--- src/rtl/core/atd_pkg.sv ---
// Shared constants, types and the microcode store for the date adder.
`default_nettype none

package atd_pkg;

    // Datapath widths
    localparam int unsigned DAY_W   = 5;
    localparam int unsigned MONTH_W = 4;
    localparam int unsigned YEAR_W  = 14;
    localparam int unsigned ADD_W   = 14;
    // Remainder: 31 + 366 + 16383 fits in 15 bits
    localparam int unsigned REM_W   = 15;
    // Working year: 16383 plus about 46 years of rollover
    localparam int unsigned WYEAR_W = 15;
    // Quotient by 100 of the working year
    localparam int unsigned Q_W     = 9;
    localparam int unsigned PROD_W  = 28;
    // year / 100 == (year * 5243) >> 19, exact for year below 43699
    localparam logic [12:0] DIV100_MUL = 13'd5243;
    localparam int unsigned DIV100_SHR = 19;

    localparam logic [MONTH_W-1:0] MONTH_JAN = 4'd1;
    localparam logic [MONTH_W-1:0] MONTH_FEB = 4'd2;
    localparam logic [MONTH_W-1:0] MONTH_DEC = 4'd12;
    localparam logic [DAY_W-1:0]   FEB_LEAP  = 5'd29;
    localparam logic [DAY_W-1:0]   FEB_PLAIN = 5'd28;

    localparam logic [DAY_W-1:0] MONTH_LEN [12] = '{
        5'd31, 5'd28, 5'd31, 5'd30, 5'd31, 5'd30,
        5'd31, 5'd31, 5'd30, 5'd31, 5'd30, 5'd31
    };

    // Step counter
    localparam int unsigned PC_W = 3;
    localparam logic [PC_W-1:0] PC_LOAD = 3'd0;
    localparam logic [PC_W-1:0] PC_PRE  = 3'd1;
    localparam logic [PC_W-1:0] PC_ADD  = 3'd2;
    localparam logic [PC_W-1:0] PC_WALK = 3'd3;
    localparam logic [PC_W-1:0] PC_EMIT = 3'd4;

    // Jump conditions
    localparam logic [2:0] COND_NEVER    = 3'd0;
    localparam logic [2:0] COND_IN_VALID = 3'd1;
    localparam logic [2:0] COND_PRE_DONE = 3'd2;
    localparam logic [2:0] COND_FITS     = 3'd3;
    localparam logic [2:0] COND_OUT_FREE = 3'd4;

    // Datapath operations
    localparam logic [2:0] OP_NOP  = 3'd0;
    localparam logic [2:0] OP_LOAD = 3'd1;
    localparam logic [2:0] OP_PRE  = 3'd2;
    localparam logic [2:0] OP_ADD  = 3'd3;
    localparam logic [2:0] OP_WALK = 3'd4;
    localparam logic [2:0] OP_EMIT = 3'd5;

    typedef struct packed {
        logic [2:0]      cond;
        logic [2:0]      op;
        logic [PC_W-1:0] jump;
        logic [PC_W-1:0] next;
    } t_ucode;

    // Control store: on cond go to jump, else to next
    function automatic t_ucode ucode_rom(input logic [PC_W-1:0] pc);
        t_ucode uc;
        uc.cond = COND_NEVER;
        uc.op   = OP_NOP;
        uc.jump = PC_LOAD;
        uc.next = PC_LOAD;
        case (pc)
            PC_LOAD: begin
                uc.cond = COND_IN_VALID; uc.op = OP_LOAD;
                uc.jump = PC_PRE;        uc.next = PC_LOAD;
            end
            PC_PRE: begin
                uc.cond = COND_PRE_DONE; uc.op = OP_PRE;
                uc.jump = PC_ADD;        uc.next = PC_PRE;
            end
            PC_ADD: begin
                uc.cond = COND_NEVER;    uc.op = OP_ADD;
                uc.jump = PC_WALK;       uc.next = PC_WALK;
            end
            PC_WALK: begin
                uc.cond = COND_FITS;     uc.op = OP_WALK;
                uc.jump = PC_EMIT;       uc.next = PC_WALK;
            end
            PC_EMIT: begin
                uc.cond = COND_OUT_FREE; uc.op = OP_EMIT;
                uc.jump = PC_LOAD;       uc.next = PC_EMIT;
            end
            default: begin
                uc.cond = COND_NEVER;    uc.op = OP_NOP;
                uc.jump = PC_LOAD;       uc.next = PC_LOAD;
            end
        endcase
        return uc;
    endfunction

    // Month length; zero for a month code outside 1..12
    function automatic logic [DAY_W-1:0] days_in_month(
        input logic [MONTH_W-1:0] m,
        input logic               leap
    );
        logic [MONTH_W-1:0] idx;
        idx = m - MONTH_JAN;
        if (m < MONTH_JAN || m > MONTH_DEC) begin
            return '0;
        end
        if (m == MONTH_FEB) begin
            return leap ? FEB_LEAP : FEB_PLAIN;
        end
        return MONTH_LEN[idx];
    endfunction

endpackage

`default_nettype wire

--- src/rtl/core/atd_if.sv ---
// Valid/ready channels for the start date request and the result date.
`default_nettype none

interface atd_req_if;
    logic                            valid;
    logic                            ready;
    logic [atd_pkg::DAY_W-1:0]       start_day;
    logic [atd_pkg::MONTH_W-1:0]     start_month;
    logic [atd_pkg::YEAR_W-1:0]      start_year;
    logic [atd_pkg::ADD_W-1:0]       days_to_add;

    modport source(output valid, start_day, start_month, start_year, days_to_add,
                   input ready);
    modport sink(input valid, start_day, start_month, start_year, days_to_add,
                 output ready);
endinterface

interface atd_rsp_if;
    logic                            valid;
    logic                            ready;
    logic [atd_pkg::DAY_W-1:0]       result_day;
    logic [atd_pkg::MONTH_W-1:0]     result_month;
    logic [atd_pkg::YEAR_W-1:0]      result_year;

    modport source(output valid, result_day, result_month, result_year,
                   input ready);
    modport sink(input valid, result_day, result_month, result_year,
                 output ready);
endinterface

`default_nettype wire

--- src/rtl/core/add_days_to_date.sv ---
// Top level: Gregorian date plus a day count, run by a microcoded sequencer.
//
//  Channel  Dir  Payload                                          Accepted when
//  i_req    in   start_day, start_month, start_year, days_to_add  valid & ready
//  o_rsp    out  result_day, result_month, result_year            valid & ready
//
// A transaction runs the load step, the prefix sum over the months before start_month,
// the add step, the month walk and the emit step; the walk goes one month per step.
// Each step of the walk does one subtract of a month length from the remainder.
// i_req.ready is high only at the load step; a result waiting on o_rsp holds
// the sequencer at its emit step. Reset is synchronous and clears the step
// counter and the output valid.
`default_nettype none

module add_days_to_date (
    input  wire          i_clk,
    input  wire          i_rst_n,
    atd_req_if.sink      i_req,
    atd_rsp_if.source    o_rsp
);

    // Sequencer state
    logic [atd_pkg::PC_W-1:0]    r_pc;
    logic [atd_pkg::PC_W-1:0]    n_pc;
    logic                        r_ovalid;

    // Datapath registers
    logic [atd_pkg::REM_W-1:0]   r_rem;
    logic [atd_pkg::MONTH_W-1:0] r_m;
    logic [atd_pkg::MONTH_W-1:0] r_month;
    logic [atd_pkg::WYEAR_W-1:0] r_year;
    logic [atd_pkg::ADD_W-1:0]   r_add;
    logic [atd_pkg::Q_W-1:0]     r_q;
    logic [atd_pkg::DAY_W-1:0]   r_oday;
    logic [atd_pkg::MONTH_W-1:0] r_omonth;
    logic [atd_pkg::YEAR_W-1:0]  r_oyear;

    atd_pkg::t_ucode             w_uc;
    logic                        w_cond;
    logic                        w_leap;
    logic [atd_pkg::DAY_W-1:0]   w_len;
    logic [atd_pkg::PROD_W-1:0]  w_prod;
    logic [atd_pkg::WYEAR_W-1:0] w_q100;
    logic                        w_out_free;

    // Control word fetch
    assign w_uc = atd_pkg::ucode_rom(r_pc);
    assign w_out_free = !r_ovalid || o_rsp.ready;

    // Leap test: quotient by 100 is registered, the rest is shift and compare
    assign w_prod = atd_pkg::PROD_W'(r_year) * atd_pkg::PROD_W'(atd_pkg::DIV100_MUL);
    assign w_q100 = (atd_pkg::WYEAR_W'(r_q) << 6) + (atd_pkg::WYEAR_W'(r_q) << 5)
                  + (atd_pkg::WYEAR_W'(r_q) << 2);
    assign w_leap = (r_year[1:0] == 2'b00) && ((r_year != w_q100) || (r_q[1:0] == 2'b00));
    assign w_len  = atd_pkg::days_in_month(r_m, w_leap);

    // Condition select
    always_comb begin
        case (w_uc.cond)
            atd_pkg::COND_NEVER:    w_cond = 1'b0;
            atd_pkg::COND_IN_VALID: w_cond = i_req.valid;
            atd_pkg::COND_PRE_DONE: w_cond = (r_m >= r_month) || (r_m > atd_pkg::MONTH_DEC);
            atd_pkg::COND_FITS:     w_cond = (r_rem <= atd_pkg::REM_W'(w_len));
            atd_pkg::COND_OUT_FREE: w_cond = w_out_free;
            default:                w_cond = 1'b0;
        endcase
    end

    assign n_pc = w_cond ? w_uc.jump : w_uc.next;

    // Step counter and output valid
    always_ff @(posedge i_clk) begin
        if (!i_rst_n) begin
            r_pc     <= atd_pkg::PC_LOAD;
            r_ovalid <= 1'b0;
        end else begin
            r_pc <= n_pc;
            if (w_uc.op == atd_pkg::OP_EMIT && w_cond) begin
                r_ovalid <= 1'b1;
            end else if (o_rsp.ready) begin
                r_ovalid <= 1'b0;
            end
        end
    end

    // Quotient by 100 of the working year, held in a register that lags it
    always_ff @(posedge i_clk) begin
        r_q <= atd_pkg::Q_W'(w_prod >> atd_pkg::DIV100_SHR);
    end

    // Datapath driven by the control word
    always_ff @(posedge i_clk) begin
        case (w_uc.op)
            atd_pkg::OP_LOAD: begin
                if (w_cond) begin
                    r_rem   <= atd_pkg::REM_W'(i_req.start_day);
                    r_m     <= atd_pkg::MONTH_JAN;
                    r_month <= i_req.start_month;
                    r_year  <= atd_pkg::WYEAR_W'(i_req.start_year);
                    r_add   <= i_req.days_to_add;
                end
            end
            atd_pkg::OP_PRE: begin
                if (!w_cond) begin
                    r_rem <= r_rem + atd_pkg::REM_W'(w_len);
                    r_m   <= r_m + atd_pkg::MONTH_W'(1);
                end
            end
            atd_pkg::OP_ADD: begin
                r_rem <= r_rem + atd_pkg::REM_W'(r_add);
                r_m   <= atd_pkg::MONTH_JAN;
            end
            atd_pkg::OP_WALK: begin
                if (!w_cond) begin
                    r_rem <= r_rem - atd_pkg::REM_W'(w_len);
                    if (r_m == atd_pkg::MONTH_DEC) begin
                        r_m    <= atd_pkg::MONTH_JAN;
                        r_year <= r_year + atd_pkg::WYEAR_W'(1);
                    end else begin
                        r_m <= r_m + atd_pkg::MONTH_W'(1);
                    end
                end
            end
            atd_pkg::OP_EMIT: begin
                if (w_cond) begin
                    r_oday   <= r_rem[atd_pkg::DAY_W-1:0];
                    r_omonth <= r_m;
                    r_oyear  <= r_year[atd_pkg::YEAR_W-1:0];
                end
            end
            default: begin
            end
        endcase
    end

    // Ports
    assign i_req.ready        = (r_pc == atd_pkg::PC_LOAD);
    assign o_rsp.valid        = r_ovalid;
    assign o_rsp.result_day   = r_oday;
    assign o_rsp.result_month = r_omonth;
    assign o_rsp.result_year  = r_oyear;

    // Checks
    a_load_to_pre: assert property (@(posedge i_clk) disable iff (!i_rst_n)
        (i_req.valid && i_req.ready) |=> (r_pc == atd_pkg::PC_PRE))
        else $error("accepted transaction did not start the prefix sum");

    a_walk_month: assert property (@(posedge i_clk) disable iff (!i_rst_n)
        (r_pc == atd_pkg::PC_WALK) |-> (r_m >= atd_pkg::MONTH_JAN && r_m <= atd_pkg::MONTH_DEC))
        else $error("month walk left the range January to December");

    a_rise_after_emit: assert property (@(posedge i_clk) disable iff (!i_rst_n)
        $rose(r_ovalid) |-> ($past(r_pc) == atd_pkg::PC_EMIT))
        else $error("result valid raised outside the emit step");

    a_no_overwrite: assert property (@(posedge i_clk) disable iff (!i_rst_n)
        (r_ovalid && !o_rsp.ready) |=> ($stable(r_oday) && $stable(r_omonth)
                                         && $stable(r_oyear)))
        else $error("pending result overwritten");

endmodule

`default_nettype wire
--- src/flat_wrapper.sv ---
// flat-port wrapper written by rule: the top's interface ports become plain ports
module add_days_to_date_flat 
  (i_clk, i_rst_n, i_req_valid, i_req_start_day, i_req_start_month, i_req_start_year, i_req_days_to_add, i_req_ready, o_rsp_valid, o_rsp_result_day, o_rsp_result_month, o_rsp_result_year, o_rsp_ready);
  atd_req_if i_req_i ();
  atd_rsp_if o_rsp_i ();
  input  wire i_clk;
  input  wire i_rst_n;
  input wire logic [$bits(i_req_i.valid)-1:0] i_req_valid;
  input wire logic [$bits(i_req_i.start_day)-1:0] i_req_start_day;
  input wire logic [$bits(i_req_i.start_month)-1:0] i_req_start_month;
  input wire logic [$bits(i_req_i.start_year)-1:0] i_req_start_year;
  input wire logic [$bits(i_req_i.days_to_add)-1:0] i_req_days_to_add;
  output wire logic [$bits(i_req_i.ready)-1:0] i_req_ready;
  output wire logic [$bits(o_rsp_i.valid)-1:0] o_rsp_valid;
  output wire logic [$bits(o_rsp_i.result_day)-1:0] o_rsp_result_day;
  output wire logic [$bits(o_rsp_i.result_month)-1:0] o_rsp_result_month;
  output wire logic [$bits(o_rsp_i.result_year)-1:0] o_rsp_result_year;
  input wire logic [$bits(o_rsp_i.ready)-1:0] o_rsp_ready;
  assign i_req_i.valid = i_req_valid;
  assign i_req_i.start_day = i_req_start_day;
  assign i_req_i.start_month = i_req_start_month;
  assign i_req_i.start_year = i_req_start_year;
  assign i_req_i.days_to_add = i_req_days_to_add;
  assign i_req_ready = i_req_i.ready;
  assign o_rsp_valid = o_rsp_i.valid;
  assign o_rsp_result_day = o_rsp_i.result_day;
  assign o_rsp_result_month = o_rsp_i.result_month;
  assign o_rsp_result_year = o_rsp_i.result_year;
  assign o_rsp_i.ready = o_rsp_ready;
  add_days_to_date u_core (.i_clk(i_clk), .i_rst_n(i_rst_n), .i_req(i_req_i), .o_rsp(o_rsp_i));
endmodule
--- config.mk ---
export PLATFORM = sky130hd
export DESIGN_NAME = add_days_to_date_flat
export DESIGN_NICKNAME = d
export VERILOG_FILES = /design/src/rtl/core/atd_pkg.sv /design/src/rtl/core/atd_if.sv /design/src/rtl/core/add_days_to_date.sv /design/src/flat_wrapper.sv
export SDC_FILE = /design/constraint.sdc
export NUM_CORES = 1
export LEC_CHECK = 0
export BUFFER_PORTS_ARGS = -buffer_cell sky130_fd_sc_hd__clkbuf_2
export CORE_ASPECT_RATIO = 1.25
export CORE_MARGIN = 1.5
export CORE_UTILIZATION = 54
export DETAILED_ROUTE_END_ITERATION = 12
export PLACE_DENSITY = 0.73
export SLEW_MARGIN = 20
export SYNTH_ARGS = -nofsm -noshare
export SYNTH_HDL_FRONTEND = slang
export SYNTH_SLANG_ARGS = --single-unit
--- constraint.sdc ---
create_clock -name i_clk -period 5.7 [get_ports i_clk]
set_input_delay 0.285 -clock i_clk [delete_from_list [all_inputs] [get_ports i_clk]]
set_output_delay 0.285 -clock i_clk [all_outputs]
set_load 0.005 [all_outputs]
==> results.cfg <==
[status]
run_status = finished, final reports clean

[synthesis]
mappedNetlistArea_um2 = 8860
synth.area.top_cells = edfxtp_1 (25%), ha_1 (22%), fa_1 (17%)
netlist_instances = 837
post_synth.cell_area_avg_um2 = 10.6
netlist.area_leader.share_pct = 25.4
synth.yosys.seq_area_share_pct = 28.3
ys_flop_type = edfxtp_1
asyncSetResetFlopFracSynth_pct = 0
synth.lib_cells_used.distinct = 58
yosys_reg_bits = 88
yosys_warnings = 0
synth_enable_flop_cells = 75
syn-num-nets = 1108
area_leader_netlist = edfxtp_1

[global_routing]
grt_overflow = 0
initial_antenna_violation_count = 0
grt_use_met1_pct = 25.5
pin_count_of_the_biggest_net_entering_global_routing = 42
first_pass_grt_wire_length_um = 30100
grt-busiest-layer = met2
grt_use_total_pct = 22.0
vias_in_the_first_global_route = 6393
met3_usage_pct = 2.81
global_route.usage.met2_pct = 42.0

[clocking]
clk_pin_slew_ps = 70
clock_path_buffers = 2
clock_latency_ps = 340
cts_htree_levels = 3
clk_root_buffer_cell = clkbuf_16
cts_hold_buffers = 0
clock_tree_from_tritoncts = yes
clkSinkCount = 88
cts_inserted_buffers = 9

[worst_setup_path]
critPathMaxStageDelay_ps = 530
worst-endpoint-arrival_ps = 5570
startpoint_type_of_the_worst_setup_path = flop
timing.critical_path.cells = inv_1, fa_1, inv_1, ha_1, inv_1, fa_1, xor2_1, nand3b_1, nor4_2, nand3_1, a2111oi_4, a41oi_2, mux2_2, ha_1, fa_1, a21o_1, a21oi_2, o21bai_1, and4_1, or4_1, a21oi_1, a2bb2oi_1
worst_path_max_delay_cell = fa_1
crit_fanout = 3
worstPathRequired_ps = 5890
setup.reg_to_reg.worst_slack_ps = 330
crit_type = reg -> reg
cp-end-kind = flop

[sta]
skew_ps = 10.8
headroom_to_the_max_slew_limit_pct = 44.4
post-route-worst-setup-slack_ps = 326
slew_viol_final = 0
fin_crit_ps = 5370
least_margin_pin_slew_ps = 833
achievable-frequency_mhz = 186
totalNegativeSetupSlack_ps = 0
grt_setup_unrepaired = false
final-hold-violation-count = 0
setup_viol = 0
finalCritPeriodShare_pct = 94.3

[route]
route.detailed.drc = 0
detailroute.via_count = 6150
final_antenna_net_count = 0
drt-vias-per-instance = 5.42
dr.pass1.iters = 5
routed_wl_um = 18200
detail_route.wl_per_cell_um = 16.0
detailedRoute.firstIterationViolations = 361

[placement]
detailedPlace.worstSlack_ps = 242
routabilityCongestion = 0.900
numPortBuffers = 65
placed_cell_area_um2 = 9520
dpl.hpwl_um = 15000

[die]
placeableCoreArea_um2 = 16100
i_o_pin_total = 66
floorplan.die.width_um = 118
fp.dieH_um = 146
die_area_um2 = 17200
std_cell_rows = 52
start_util_pct = 54.9

[final_layout]
final_layout_size_suffix_gt1_share_pct = 11.5
antenna-diode-count = 0
growth_of_design_area_from_synthesis_to_finish_pct = 10.8
layout.filler_cells = 1365
layout.nets = 1185
design_area_um2 = 9820

[hold_path]
hold_class = in -> reg

[job]
cap_violations = 0
worst max-delay path: cells and delay by family (launching register included):
kind                     cells  cell delay [ps]
adder cells (fa/ha/maj)      5             1770
AND/OR/NAND/NOR              5             1160
XOR/XNOR                     1              160
buffers and inverters        3              200
flip-flops                   1              370
multiplexers                 1              280
AO/OA/AOI/OAI                7             1280
cells in the final DEF (no fill, tap or decap), types with 4 or more instances in the layout:
cell       Yosys  routed
a211oi_1       4       4
a21o_1        15      15
a21oi_1       28      27
a31oi_1        4       4
and2_1        10      10
and3_1         9       8
buf_4          1      11
clkbuf_16      0       9
clkbuf_2       0      65
dfxtp_1       13      13
edfxtp_1      75      75
fa_1          77      77
ha_1         153     153
inv_1        146     146
inv_6          0       4
mux2_2         4       4
nand2_1       42      42
nand2b_1       7       7
nand3_1       15      15
nor2_1        36      36
nor2b_1        9       9
nor3_1         8       8
nor4_1         5       4
o21ai_0       34      34
o21bai_1       4       4
o22ai_1        8       8
o31ai_1        5       4
xnor2_1       47      47
xor2_1        20      20
per-layer routing:
layer | vias up | share of wire, %
li1 | 3006 | -
met1 | 2975 | 40
met2 | 143 | 54
met3 | 26 | 3.9
met4 | 0 | 2.0
met5 | - | 0
per-stage QoR:
stage / cells / utilization (%) / hold WS [ps]
after floorplan: 837 / - / 384
after global placement: 1119 / 59.0 / 462
after detailed placement: 1119 / 59.0 / 464
after CTS: 1135 / 60.8 / 109
after global routing: 1135 / 60.9 / 95.3
final: 1135 / 60.9 / 112
cell usage after synthesis, types with 5 or more instances:
library cell / number
nand3_1: 15
xnor2_1: 47
xor2_1: 20
and3_1: 9
and2_1: 10
inv_1: 146
edfxtp_1: 75
nor3_1: 8
o21ai_0: 34
ha_1: 153
a21oi_1: 28
nor4_1: 5
a21o_1: 15
nor2b_1: 9
clkbuf_1: 7
o22ai_1: 8
nand2b_1: 7
nor2_1: 36
o31ai_1: 5
fa_1: 77
nand2_1: 42
dfxtp_1: 13
layout make-up:
class | instances | area (um^2) | area share, %
inverter | 146 | 548 | 5.58
timing repair buffer | 77 | 428 | 4.36
clock buffer | 9 | 225 | 2.29
clock inverter | 7 | 61.3 | 0.624
multi-input combinational | 592 | 5770 | 58.8
tap | 216 | 270 | 2.75
sequential | 88 | 2510 | 25.6
flip-flops by register name, summed over array words and instances, names as in the netlist:
register	cells
u_core.r_pc	3
u_core.o_rsp.valid	1
u_core.o_rsp.result_year	14
u_core.o_rsp.result_month	4
u_core.o_rsp.result_day	5
u_core.r_rem	15
u_core.r_year	15
u_core.r_m	4
u_core.r_add	14
u_core.r_month	4
u_core.r_q	9
worst paths after layout:
path / startpoint / to / depth (start not counted)
max: u_core.r_q[0]$_DFF_P_ / u_core.r_rem[14]$_DFFE_PP_ / 22
min reg2reg: u_core.r_rem[2]$_DFFE_PP_ / u_core.o_rsp.result_day[2]$_DFFE_PP_ / 0
max reg2reg: u_core.r_q[0]$_DFF_P_ / u_core.r_rem[14]$_DFFE_PP_ / 22
min: i_req_start_month[2] / u_core.r_month[2]$_DFFE_PP_ / 1
repair_timing:
item / 4_1_cts / 5_1_grt
gates resized for setup: 0 / 2
endpoints found under the setup margin: 0 / 3
buffers inserted: 0 / 0
cells by family after synthesis:
family / after synthesis / synth area share, %
multiplexers: 4 / 0.508
AND/OR/NAND/NOR: 158 / 8.91
XOR/XNOR: 67 / 6.62
adder cells (fa/ha/maj): 230 / 39.0
flip-flops: 88 / 28.3
buffers and inverters: 157 / 6.70
AO/OA/AOI/OAI: 133 / 9.94
Power is not shown: default switching activity piles up to over one toggle a cycle in this logic, so the estimate is an artifact.
